File: src/rtl/core/positional_insert_delete_list_unit_macros.svh
// assertion macros for the list unit rtl
`ifndef POSITIONAL_INSERT_DELETE_LIST_UNIT_MACROS_SVH
`define POSITIONAL_INSERT_DELETE_LIST_UNIT_MACROS_SVH

// clocked check, off while reset is held
`define PIDL_ASSERT(lbl, prop, msg) \
  lbl: assert property (@(posedge clk) disable iff (!rst_n) (prop)) else $error(msg);

// clocked check that also holds during reset
`define PIDL_ASSERT_ALWAYS(lbl, prop, msg) \
  lbl: assert property (@(posedge clk) (prop)) else $error(msg);

`endif

File: src/rtl/core/pidl_pkg.sv
// shared constants and codes for the positional list unit
package pidl_pkg;

  // store geometry
  localparam int DEPTH  = 64;
  localparam int ADDR_W = (DEPTH > 1) ? $clog2(DEPTH) : 1;
  localparam int CNT_W  = 7;

  // field widths
  localparam int VAL_W  = 32;
  localparam int POS_W  = 7;

  // operation codes
  typedef enum logic [1:0] {
    OP_INSERT = 2'd0,
    OP_DELETE = 2'd1,
    OP_DUMP   = 2'd2,
    OP_NOP    = 2'd3
  } op_t;

  // result status codes
  typedef enum logic [1:0] {
    ST_OK     = 2'd0,
    ST_BADPOS = 2'd1,
    ST_EMPTY  = 2'd2,
    ST_FULL   = 2'd3
  } status_t;

endpackage

File: src/rtl/core/positional_insert_delete_list_unit.sv
// positional insert/delete list: sequencer, fill count and entry store
//
//  channel | ports                  | word contents
//  --------+------------------------+--------------------------------------------
//  input   | in_tvalid/tready/tdata | op, position, value
//  result  | out_tvalid/tready/...  | status, entry, fill; tlast on final word
//
// insert walks entries up one cell per step, each step a ram read then a
// write; delete likewise walks down; dump reads each entry, then hands it to
// the output register. the single ram read/write port pair sets this stepping.
// rst_n clears fill, sequencer and out_tvalid; the store needs no clearing.
// results sit in an output register, so a new word is taken while one waits;
// a stalled result word holds the sequencer in its output state.
`include "positional_insert_delete_list_unit_macros.svh"

module positional_insert_delete_list_unit (
  input  logic        clk,
  input  logic        rst_n,
  input  logic        in_tvalid,
  output logic        in_tready,
  input  logic [47:0] in_tdata,   // [1:0] op, [8:2] position, [40:9] value, rest zero
  output logic        out_tvalid,
  input  logic        out_tready,
  output logic [47:0] out_tdata,  // [1:0] status, [33:2] entry, [40:34] fill, rest zero
  output logic        out_tlast
);

  typedef enum logic [2:0] {
    S_IDLE,
    S_INS_RD,
    S_INS_WR,
    S_DEL_RD,
    S_DEL_WR,
    S_DUMP_RD,
    S_DUMP_WR,
    S_DONE
  } state_t;

  state_t                               state_r, state_nxt;
  logic [pidl_pkg::CNT_W-1:0]           cnt_r, cnt_nxt;
  logic [pidl_pkg::ADDR_W-1:0]          ptr_r, ptr_nxt;
  logic [pidl_pkg::ADDR_W-1:0]          tgt_r, tgt_nxt;
  logic [pidl_pkg::VAL_W-1:0]           val_r, val_nxt;
  pidl_pkg::status_t                    res_r, res_nxt;

  logic                                 out_valid_r, out_valid_nxt;
  pidl_pkg::status_t                    out_status_r, out_status_nxt;
  logic [pidl_pkg::VAL_W-1:0]           out_entry_r, out_entry_nxt;
  logic [pidl_pkg::CNT_W-1:0]           out_fill_r, out_fill_nxt;
  logic                                 out_last_r, out_last_nxt;

  // input word fields
  pidl_pkg::op_t                        in_op;
  logic [pidl_pkg::POS_W-1:0]           in_pos;
  logic [pidl_pkg::VAL_W-1:0]           in_val;
  logic [pidl_pkg::POS_W-1:0]           in_pos_m1;
  logic                                 in_acc;

  // shared step unit
  logic                                 step_dec;
  logic [pidl_pkg::CNT_W-1:0]           step_sum;
  logic                                 out_free;

  // ram port
  logic                                 ram_wr_en;
  logic [pidl_pkg::ADDR_W-1:0]          ram_wr_addr;
  logic [pidl_pkg::VAL_W-1:0]           ram_wr_data;
  logic                                 ram_rd_en;
  logic [pidl_pkg::ADDR_W-1:0]          ram_rd_addr;
  logic [pidl_pkg::VAL_W-1:0]           ram_rd_data;
  logic                                 dump_rd;

  assign in_op     = pidl_pkg::op_t'(in_tdata[1:0]);
  assign in_pos    = in_tdata[8:2];
  assign in_val    = in_tdata[40:9];
  assign in_pos_m1 = in_pos - pidl_pkg::POS_W'(1);
  assign in_tready = (state_r == S_IDLE);
  assign in_acc    = in_tvalid && in_tready;
  assign out_free  = !out_valid_r || out_tready;

  // one adder moves the pointer up or down a cell
  assign step_dec = (state_r == S_INS_RD) || (state_r == S_INS_WR);
  assign step_sum = {{(pidl_pkg::CNT_W-pidl_pkg::ADDR_W){1'b0}}, ptr_r}
                  + (step_dec ? {pidl_pkg::CNT_W{1'b1}} : pidl_pkg::CNT_W'(1));

  // dump reads cell ptr itself, the shifts read its neighbor
  assign dump_rd     = (state_r == S_DUMP_RD);
  assign ram_rd_addr = dump_rd ? ptr_r : step_sum[pidl_pkg::ADDR_W-1:0];

  // entry store
  pidl_ram #(
    .WIDTH (pidl_pkg::VAL_W),
    .DEPTH (pidl_pkg::DEPTH)
  ) u_store (
    .clk     (clk),
    .wr_en   (ram_wr_en),
    .wr_addr (ram_wr_addr),
    .wr_data (ram_wr_data),
    .rd_en   (ram_rd_en),
    .rd_addr (ram_rd_addr),
    .rd_data (ram_rd_data)
  );

  // sequencer next state
  always_comb begin
    state_nxt      = state_r;
    cnt_nxt        = cnt_r;
    ptr_nxt        = ptr_r;
    tgt_nxt        = tgt_r;
    val_nxt        = val_r;
    res_nxt        = res_r;
    out_valid_nxt  = out_valid_r && !out_tready;
    out_status_nxt = out_status_r;
    out_entry_nxt  = out_entry_r;
    out_fill_nxt   = out_fill_r;
    out_last_nxt   = out_last_r;
    ram_wr_en      = 1'b0;
    ram_wr_addr    = ptr_r;
    ram_wr_data    = ram_rd_data;
    ram_rd_en      = 1'b0;

    case (state_r)
      S_IDLE: begin
        if (in_acc) begin
          state_nxt = S_DONE;
          val_nxt   = in_val;
          case (in_op)
            pidl_pkg::OP_INSERT: begin
              if (in_pos == '0 ||
                  {1'b0, in_pos} > ({1'b0, cnt_r} + (pidl_pkg::CNT_W + 1)'(1))) begin
                res_nxt = pidl_pkg::ST_BADPOS;
              end else if (cnt_r == pidl_pkg::CNT_W'(pidl_pkg::DEPTH)) begin
                res_nxt = pidl_pkg::ST_FULL;
              end else begin
                res_nxt   = pidl_pkg::ST_OK;
                ptr_nxt   = cnt_r[pidl_pkg::ADDR_W-1:0];
                tgt_nxt   = in_pos_m1[pidl_pkg::ADDR_W-1:0];
                state_nxt = S_INS_RD;
              end
            end
            pidl_pkg::OP_DELETE: begin
              if (cnt_r == '0) begin
                res_nxt = pidl_pkg::ST_EMPTY;
              end else if (in_pos == '0 || in_pos > cnt_r) begin
                res_nxt = pidl_pkg::ST_BADPOS;
              end else begin
                res_nxt   = pidl_pkg::ST_OK;
                ptr_nxt   = in_pos_m1[pidl_pkg::ADDR_W-1:0];
                state_nxt = S_DEL_RD;
              end
            end
            pidl_pkg::OP_DUMP: begin
              if (cnt_r == '0) begin
                res_nxt = pidl_pkg::ST_EMPTY;
              end else begin
                ptr_nxt   = '0;
                state_nxt = S_DUMP_RD;
              end
            end
            default: begin
              res_nxt = pidl_pkg::ST_OK;
            end
          endcase
        end
      end

      // insert: copy cell ptr-1 up to ptr until the target is reached
      S_INS_RD: begin
        if (ptr_r == tgt_r) begin
          ram_wr_en   = 1'b1;
          ram_wr_data = val_r;
          cnt_nxt     = cnt_r + pidl_pkg::CNT_W'(1);
          state_nxt   = S_DONE;
        end else begin
          ram_rd_en = 1'b1;
          state_nxt = S_INS_WR;
        end
      end
      S_INS_WR: begin
        ram_wr_en = 1'b1;
        ptr_nxt   = step_sum[pidl_pkg::ADDR_W-1:0];
        state_nxt = S_INS_RD;
      end

      // delete: copy cell ptr+1 down to ptr until the end of the list
      S_DEL_RD: begin
        if (step_sum == cnt_r) begin
          cnt_nxt   = cnt_r - pidl_pkg::CNT_W'(1);
          state_nxt = S_DONE;
        end else begin
          ram_rd_en = 1'b1;
          state_nxt = S_DEL_WR;
        end
      end
      S_DEL_WR: begin
        ram_wr_en = 1'b1;
        ptr_nxt   = step_sum[pidl_pkg::ADDR_W-1:0];
        state_nxt = S_DEL_RD;
      end

      // dump: read cell ptr, then hand it to the output register
      S_DUMP_RD: begin
        ram_rd_en = 1'b1;
        state_nxt = S_DUMP_WR;
      end
      S_DUMP_WR: begin
        if (out_free) begin
          out_valid_nxt  = 1'b1;
          out_status_nxt = pidl_pkg::ST_OK;
          out_entry_nxt  = ram_rd_data;
          out_fill_nxt   = cnt_r;
          out_last_nxt   = (step_sum == cnt_r);
          ptr_nxt        = step_sum[pidl_pkg::ADDR_W-1:0];
          state_nxt      = (step_sum == cnt_r) ? S_IDLE : S_DUMP_RD;
        end
      end

      // single result word of insert, delete, empty dump or unused op
      S_DONE: begin
        if (out_free) begin
          out_valid_nxt  = 1'b1;
          out_status_nxt = res_r;
          out_entry_nxt  = '0;
          out_fill_nxt   = cnt_r;
          out_last_nxt   = 1'b1;
          state_nxt      = S_IDLE;
        end
      end

      default: begin
        state_nxt = S_IDLE;
      end
    endcase
  end

  // state and registered outputs
  always_ff @(posedge clk) begin
    if (!rst_n) begin
      state_r     <= S_IDLE;
      cnt_r       <= '0;
      out_valid_r <= 1'b0;
    end else begin
      state_r     <= state_nxt;
      cnt_r       <= cnt_nxt;
      out_valid_r <= out_valid_nxt;
    end
    ptr_r        <= ptr_nxt;
    tgt_r        <= tgt_nxt;
    val_r        <= val_nxt;
    res_r        <= res_nxt;
    out_status_r <= out_status_nxt;
    out_entry_r  <= out_entry_nxt;
    out_fill_r   <= out_fill_nxt;
    out_last_r   <= out_last_nxt;
  end

  assign out_tvalid = out_valid_r;
  assign out_tlast  = out_last_r;
  assign out_tdata  = {7'd0, out_fill_r, out_entry_r, out_status_r};

  // fill count never passes the store depth
  `PIDL_ASSERT(a_cnt_range, cnt_r <= pidl_pkg::CNT_W'(pidl_pkg::DEPTH), "fill above depth")
  // an error status always ends its word run
  `PIDL_ASSERT(a_err_last,
               out_valid_r && out_status_r != pidl_pkg::ST_OK |-> out_last_r,
               "error word not last")
  // only dump words carry a nonzero entry, and those are ok
  `PIDL_ASSERT(a_entry_ok,
               out_valid_r && out_entry_r != '0 |-> out_status_r == pidl_pkg::ST_OK,
               "entry on error word")
  // fill count moves by at most one per cycle
  `PIDL_ASSERT(a_cnt_step,
               $past(rst_n) && cnt_r != $past(cnt_r) |->
                 (cnt_r == $past(cnt_r) + pidl_pkg::CNT_W'(1) ||
                  cnt_r == $past(cnt_r) - pidl_pkg::CNT_W'(1)),
               "fill jumped")
  // the store is never written while waiting for input
  `PIDL_ASSERT_ALWAYS(a_idle_no_wr, state_r == S_IDLE |-> !ram_wr_en, "store write while idle")

endmodule

File: src/rtl/core/pidl_ram.sv
// generic single write port ram with registered read
module pidl_ram #(
  parameter int WIDTH = 32,
  parameter int DEPTH = 64
) (
  input  logic                                    clk,
  input  logic                                    wr_en,
  input  logic [((DEPTH > 1) ? $clog2(DEPTH) : 1)-1:0] wr_addr,
  input  logic [WIDTH-1:0]                        wr_data,
  input  logic                                    rd_en,
  input  logic [((DEPTH > 1) ? $clog2(DEPTH) : 1)-1:0] rd_addr,
  output logic [WIDTH-1:0]                        rd_data
);

  logic [WIDTH-1:0] mem_r [DEPTH];

  // write port
  always_ff @(posedge clk) begin
    if (wr_en) begin
      mem_r[wr_addr] <= wr_data;
    end
  end

  // read port, data held until the next read
  always_ff @(posedge clk) begin
    if (rd_en) begin
      rd_data <= mem_r[rd_addr];
    end
  end

endmodule

File: config.mk
export PLATFORM = sky130hd
export DESIGN_NAME = positional_insert_delete_list_unit
export DESIGN_NICKNAME = d
export VERILOG_FILES = /design/src/rtl/core/pidl_pkg.sv /design/src/rtl/core/positional_insert_delete_list_unit.sv /design/src/rtl/core/pidl_ram.sv
export VERILOG_INCLUDE_DIRS = /design/src /design/src/rtl/core
export SDC_FILE = /design/constraint.sdc
export NUM_CORES = 2
export LEC_CHECK = 0
export BUFFER_PORTS_ARGS = -buffer_cell sky130_fd_sc_hd__buf_2
export CAP_MARGIN = 0
export CORE_AREA = 3 3 407 409
export DETAILED_ROUTE_END_ITERATION = 10
export DIE_AREA = 0 0 410 412
export PLACE_DENSITY_LB_ADDON = 0.05
export REMOVE_ABC_BUFFERS = 1
export SLEW_MARGIN = 20
export SYNTH_ARGS = -nofsm -noshare
export SYNTH_HDL_FRONTEND = slang
export SYNTH_SLANG_ARGS = --single-unit
export TNS_END_PERCENT = 30
File: constraint.sdc
create_clock -name clk -period 4.39 [get_ports clk]
set_clock_uncertainty 0.15 [all_clocks]
set_input_delay 0.439 -clock clk [delete_from_list [all_inputs] [get_ports clk]]
set_output_delay 0.439 -clock clk [all_outputs]
set_load 0.005 [all_outputs]
=== Word-level counts from Yosys, hierarchy flattened ===
Memories as Yosys holds them, arrays and structs flattened. A register that Yosys moved wholly into a read port is not among the register bits.
Index checks and enable logic that the tools add are counted.

* $add $sub $neg: 5
* Muxes and demuxes: 53
* Equality and inequality tests: 24
* Bitwise gates (word level): 2
* $lt $le $gt $ge: 2
* Reductions and logical operators: 25

{| class="wikitable"
|+ Operators by type and width
! kind !! number
|-
| $mux W32 || 4
|-
| $pmux W32 S2 || 1
|-
| $mux W6 || 8
|-
| $pmux W6 S3 || 2
|-
| $mux W3 || 9
|-
| $pmux W3 S8 || 1
|-
| $mux W7 || 3
|-
| $mux W2 || 8
|-
| $ne A3 B3 Y1 const B || 5
|-
| $logic_not A7 Y1 || 2
|-
| $pmux W7 S2 || 1
|-
| $eq A3 B3 Y1 const B || 4
|-
| $reduce_and A3 Y1 || 4
|-
| $mux W1 || 10
|-
| $pmux W3 S3 || 1
|-
| $reduce_and A9 Y1 || 1
|-
| $add A7 B1 Y8 const B || 1
|-
| $gt A7 B8 Y1 || 1
|-
| $ne A2 B2 Y1 const B || 4
|-
| $add A6 B7 Y7 || 1
|-
| $add A7 B1 Y7 const B || 1
|-
| $eq A7 B7 Y1 || 1
|-
| $eq A7 B7 Y1 const B || 1
|-
| $gt A7 B7 Y1 || 1
|-
| other kinds (24) || 36
|}

* Memories kept: 1
* Flip-flop bits (word level): 99
* Word-level logic and storage cells: 123
* Memory bits (writable): 2,048
* Output and inout port bits: 51

{| class="wikitable"
|+ Memories
! name !! depth !! bits a word !! rd ports !! clocked after Yosys merged registers in !! write ports !! line !! text
|-
| u_store.mem_r || 64 || 32 || 1 || 1 || 1 || pidl_ram.sv:15 || <nowiki>logic [WIDTH-1:0] mem_r [DEPTH];</nowiki>
|}

=== Longest topological paths before layout ===
* Depth in word-level cells: 8
* Gate-level depth with buffers: 14
* Depth with buffers taken out: 11

=== Cells and area by module ===
Synthesis repeated with hierarchy kept, for this count alone.

* Cells, all modules: 3,801
* Area, all modules: 84,476.0 um^2

{| class="wikitable"
|+ By module, submodules not included
! module !! cells each !! times used !! seq. area each (um^2) !! area each (um^2)
|-
| pidl_ram || 3,324 || 1 || 62,459.9 || 78,838.1
|-
| positional_insert_delete_list_unit || 477 || 1 || 2,862.7 || 5,637.9
|}

=== Worst setup path after synthesis ===
Ideal clock, no wire load.

* Path type: reg2reg
* From: reg state_r[0]
* To: reg u_store.rd_data[0] (read register of u_store.mem_r) (enable)
* Setup slack: -0.098 ns
* Data arrival time: 3.917 ns
* Stages on the path, launching flop included: 13
* Cells stage by stage: dfxtp_1 -> buf_2 -> nand2b_1 -> a21oi_1 -> inv_1 -> fa_1 -> nand3b_1 -> a21oi_1 -> o21ai_0 -> nor4b_1 -> nand3_1 -> a21oi_1 -> nor2_1

* Cells in the longest elaborated chain, start to end: 7

{| class="wikitable"
|+ RTL lines
! item !! line !! text
|-
| start: declaration || positional_insert_delete_list_unit.sv:39 || <nowiki>state_t state_r, state_nxt;</nowiki>
|-
| start signal: assignment || positional_insert_delete_list_unit.sv:243 || <nowiki>state_r <= state_nxt;</nowiki>
|-
| $eq A3 B1 Y1 or $eq A3 B2 Y1 (tied branches) || positional_insert_delete_list_unit.sv:82, positional_insert_delete_list_unit.sv:122 ||
|-
| $logic_or A1 B1 Y1 || positional_insert_delete_list_unit.sv:82 || <nowiki>assign step_dec = (state_r == S_INS_RD) || (state_r == S_INS_WR);</nowiki>
|-
| $mux W7 || positional_insert_delete_list_unit.sv:84 || <nowiki>+ (step_dec ? {pidl_pkg::CNT_W{1'b1}} : pidl_pkg::CNT_W'(1));</nowiki>
|-
| $add A6 B7 Y7 || positional_insert_delete_list_unit.sv:84 ||
|-
| $eq A7 B7 Y1 || positional_insert_delete_list_unit.sv:187 || <nowiki>if (step_sum == cnt_r) begin</nowiki>
|-
| $mux W1 || positional_insert_delete_list_unit.sv:187 ||
|-
| $pmux W1 S3 (*) || positional_insert_delete_list_unit.sv:122 || <nowiki>case (state_r)</nowiki>
|-
| via ram_rd_en || positional_insert_delete_list_unit.sv:68 || <nowiki>logic ram_rd_en;</nowiki>
|-
| end: declaration || pidl_ram.sv:12 || <nowiki>output logic [WIDTH-1:0] rd_data</nowiki>
|}

The timed path passes the listed nets; every way through them passes the cells marked *.
A chain may end at the register's enable or synchronous reset.

=== Worst setup path after layout ===
* From: reg state_r[1]
* To: reg u_store.rd_data[8] (read register of u_store.mem_r), data pin

* Cells in the longest elaborated chain, start to end: 7

{| class="wikitable"
|+ RTL lines
! item !! line
|-
| $eq A3 B1 Y1 or $eq A3 B2 Y1 (tied branches) || positional_insert_delete_list_unit.sv:82, positional_insert_delete_list_unit.sv:122
|-
| $logic_or A1 B1 Y1 || positional_insert_delete_list_unit.sv:82
|-
| $mux W7 || positional_insert_delete_list_unit.sv:84
|-
| $add A6 B7 Y7 || positional_insert_delete_list_unit.sv:84
|-
| $eq A7 B7 Y1 || positional_insert_delete_list_unit.sv:187
|-
| $mux W1 || positional_insert_delete_list_unit.sv:187
|-
| $pmux W1 S3 || positional_insert_delete_list_unit.sv:122
|}

Parallel ways exist; a longest one is shown, timed or not.

==> results.json <==
{
  "r2r_cells": 15,
  "n_antenna_cell": 0,
  "via_per_inst": 6.221,
  "ys.flop_type": "edfxtp_1",
  "setup.worst_path.start": "state_r[1]$_SDFFE_PN0P_",
  "synthMuxAreaShare": 0.01026,
  "synth_edf_count": 2168,
  "slew_viol_final": 0,
  "synthSimpleGateAreaFrac": 0.04639,
  "hold_viol": 0,
  "cp_top_family": "compound AO/OA/AOI/OAI gates",
  "die_h_um": 412,
  "routedWlPerCell_um": 29.74,
  "ios": 103,
  "crit_type": "flop to flop",
  "gp_congestion": 0.8141,
  "rsz0062_at_grt": "no",
  "dp_slack_ns": -0.3065,
  "synthAdderAreaFrac": 0.005739,
  "ys_ff_latch": 2179,
  "hold_ws_ns": 0.1166,
  "status": "completed",
  "htreeDepth": 4,
  "worst_setup_path_end_kind": "flop",
  "hp-class": "primary input to flop",
  "worstPathRequired_ns": 4.84,
  "syn-cell-area_sq_um": 81110,
  "port_buffers": 88,
  "synth_xor_area_frac": 0.002977,
  "cts_root_buf": "clkbuf_16",
  "relSlewSlack": 0.2524,
  "synth_top_area_share": 0.8027,
  "wirelength_um": 226700,
  "grt_usage": 0.2659,
  "start_util": 0.4994,
  "syn_avg_cell_area_sq_um": 16.68,
  "crit_path_max_fanout": 49,
  "critical_path.slowest_cell": "fa_1",
  "yosysTopAreaCell": "edfxtp_1",
  "synth_top_family_by_area": "compound AO/OA/AOI/OAI gates",
  "setup_slack_ns": 0.2091,
  "regToRegStartpoint": "state_r[1]$_SDFFE_PN0P_",
  "cts.reportedPaths.clkPinSlew_ns": 0.07,
  "critPathMaxStageDelay_ns": 0.60,
  "min_period_ns": 4.181,
  "die_x_um": 410,
  "tightest_slew_ns": 1.121,
  "cts_buffers": 214,
  "yosysWarnings": 0,
  "cp.buffers_inverters": 5,
  "fin_crit_sh": 0.9524,
  "cts_tree": "done",
  "die_area_sq_um": 168900,
  "row_count": 148,
  "syn-instance-count": 4863,
  "core_region_area_sq_um": 162400,
  "rr_endpoint": "u_store.rd_data[8]$_DFFE_PP_",
  "drive_gt1_frac": 0.1676,
  "cpMostUsedCell": "buf_12",
  "arrival_ns": 4.63,
  "final_nets": 5352,
  "synth.yosys.seq_area_share": 0.8054,
  "synth_cell_types": 59,
  "dr.first_iter.drc_count": 5322,
  "grt_max_degree": 72,
  "clock_latency_ns": 0.86,
  "clock.fmax_mhz": 239.2,
  "r2r_slack_ns": 0.21,
  "crit_chain": "nand2b_1, a21oi_2, inv_1, fa_1, and2_1, mux2i_4, buf_12, buf_12, buf_12, o22ai_1, nor3_1, a211oi_1, nor4_4, buf_4, mux2_2",
  "hpwl_um": 123400,
  "synth_compound_area_frac": 0.1099,
  "worst-path-stages": 15,
  "drv_cap": 0,
  "setup_violations": 0,
  "grt_pass1_vias": 46382,
  "dr.pass1.iters": 5,
  "grt_overflow": 0,
  "cts_sinks": 2179,
  "cts_buffer_depth": 3,
  "vias": 47428,
  "antenna_found_initial": 2,
  "async_flop_share": 0,
  "crit_path_end": "u_store.rd_data[8]$_DFFE_PP_",
  "grt_pass1_wl_um": 326500,
  "yosys-top-cells-area": "edfxtp_1, o22ai_1, a211oi_1",
  "postRouteAntennaNets": 0,
  "startpoint_type": "flop",
  "drc": 0,
  "area_growth_pct": 17.60
}
[kinds of logic (layout without fill, tap and decap cells)]
family | count (synthesis) | in the layout
multiplexers | 71 | 71
XOR/XNOR | 26 | 26
flip-flops | 2179 | 2179
adder cells (fa/ha/maj) | 36 | 36
AND/OR/NAND/NOR | 807 | 807
buffers and inverters | 373 | 953
other | 1 | 7
AO/OA/AOI/OAI | 1370 | 1370
[cells in the mapped netlist (all sizes together) (5+ instances only)]
master / n
dfxtp: 11
nand3: 17
or3: 5
a21oi: 25
nand2: 40
and3: 6
nor2: 343
ha: 34
nor2b: 9
o31ai: 5
a211oi: 257
o21ai: 24
nand3b: 5
clkbuf: 193
buf: 146
edfxtp: 2168
nor4: 67
o22ai: 1026
and2: 35
xnor2: 20
nor3: 266
xor2: 5
mux2: 64
mux2i: 7
inv: 33
[worst min path at each step]
| stage | cells after the start | start | slack (ns) | to |
|---|---|---|---|---|
| finish | 4 | in_tdata[0] | 0.12 | state_r[2]$_SDFFE_PN0P_ |
| global route | 2 | in_tdata[39] | 0.10 | val_r[30]$_DFFE_PP_ |
| CTS | 4 | in_tdata[0] | 0.06 | state_r[2]$_SDFFE_PN0P_ |
| detailed placement | 2 | out_tvalid$_SDFF_PN0_ | 0.37 | out_tvalid$_SDFF_PN0_ |
| global placement | 2 | out_tvalid$_SDFF_PN0_ | 0.38 | out_tvalid$_SDFF_PN0_ |
| floorplan | 2 | cnt_r[6]$_SDFFE_PN0P_ | 0.33 | cnt_r[6]$_SDFFE_PN0P_ |
[registers in the layout (all words and copies together), names as in the netlist, 3 cells and up]
signal	flops
cnt_r	7
out_entry_r	32
tgt_r	6
val_r	32
u_store.mem_r	2048
state_r	3
ptr_r	6
u_store.rd_data	32
out_fill_r	7
[tightest hold or removal path, delay by kind of cell]
kind            cells  cell delay [ns]
compound gates      1             0.23
fa+ha+maj           1             0.20
buf+inv             1             0.11
simple gates        1             0.09
[final cells by class]
class | instances | area (sq um)
Fill cell | 12338 | 67020
Sequential cell | 2179 | 65330
Multi-Input combinational cell | 2317 | 14920
Clock buffer | 259 | 5544
Timing Repair Buffer | 518 | 5518
Tap cell | 2175 | 2721
Clock inverter | 142 | 1225
Inverter | 34 | 127.6
[metal layers]
layer	wire length (um)	share of wire	vias up	GRT usage
met5	0	0	-	0
met4	5430	0.024	0	0.06967
met3	16030	0.071	303	0.04194
met2	106200	0.47	1854	0.4179
met1	99110	0.44	24366	0.3909
li1	-	-	20905	-
[per-stage QoR]
step	setup TNS [ns]	cell area [sq um]	instances	utilization
2_1_floorplan	-2651.88	79690	4530	-
3_3_place_gp	-0.6561	87970	7174	0.5417
3_5_place_dp	-0.8707	87980	7174	0.5417
4_1_cts	0	95280	7623	0.5867
5_1_grt	0	95380	7624	0.5873
6_report	0	95380	7624	0.5873
[timing repair]
action | CTS | global route
setup endpoints to repair | 6 | 18
gates resized for setup | 9 | 7
endpoints found under the hold margin | 54 | 0
setup buffers | 0 | 1
gates cloned | 0 | 0
pin swaps | 1 | 0
hold buffers | 48 | 0
[layout by cell type (no fill, tap or decap), types with 7 or more instances in the layout]
master	instances
a211oi_1	255
a21oi_1	24
and2_1	35
buf_12	135
buf_2	88
buf_4	245
bufinv_16	13
clkbuf_1	43
clkbuf_16	214
clkinv_1	67
clkinv_2	38
clkinv_8	7
conb_1	7
dfxtp_1	9
dlygate4sd3_1	48
edfxtp_1	2168
ha_1	34
inv_1	32
mux2_1	7
mux2_2	42
mux2_4	15
nand2_1	36
nand3_1	16
nor2_1	277
nor2_4	66
nor2b_1	9
nor3_1	264
nor4_1	61
o21ai_0	24
o22ai_1	1026
xnor2_1	20
Power is left out: the tool's default activity adds up to more than one toggle a clock period on the data nets, which glitch-free logic cannot reach.
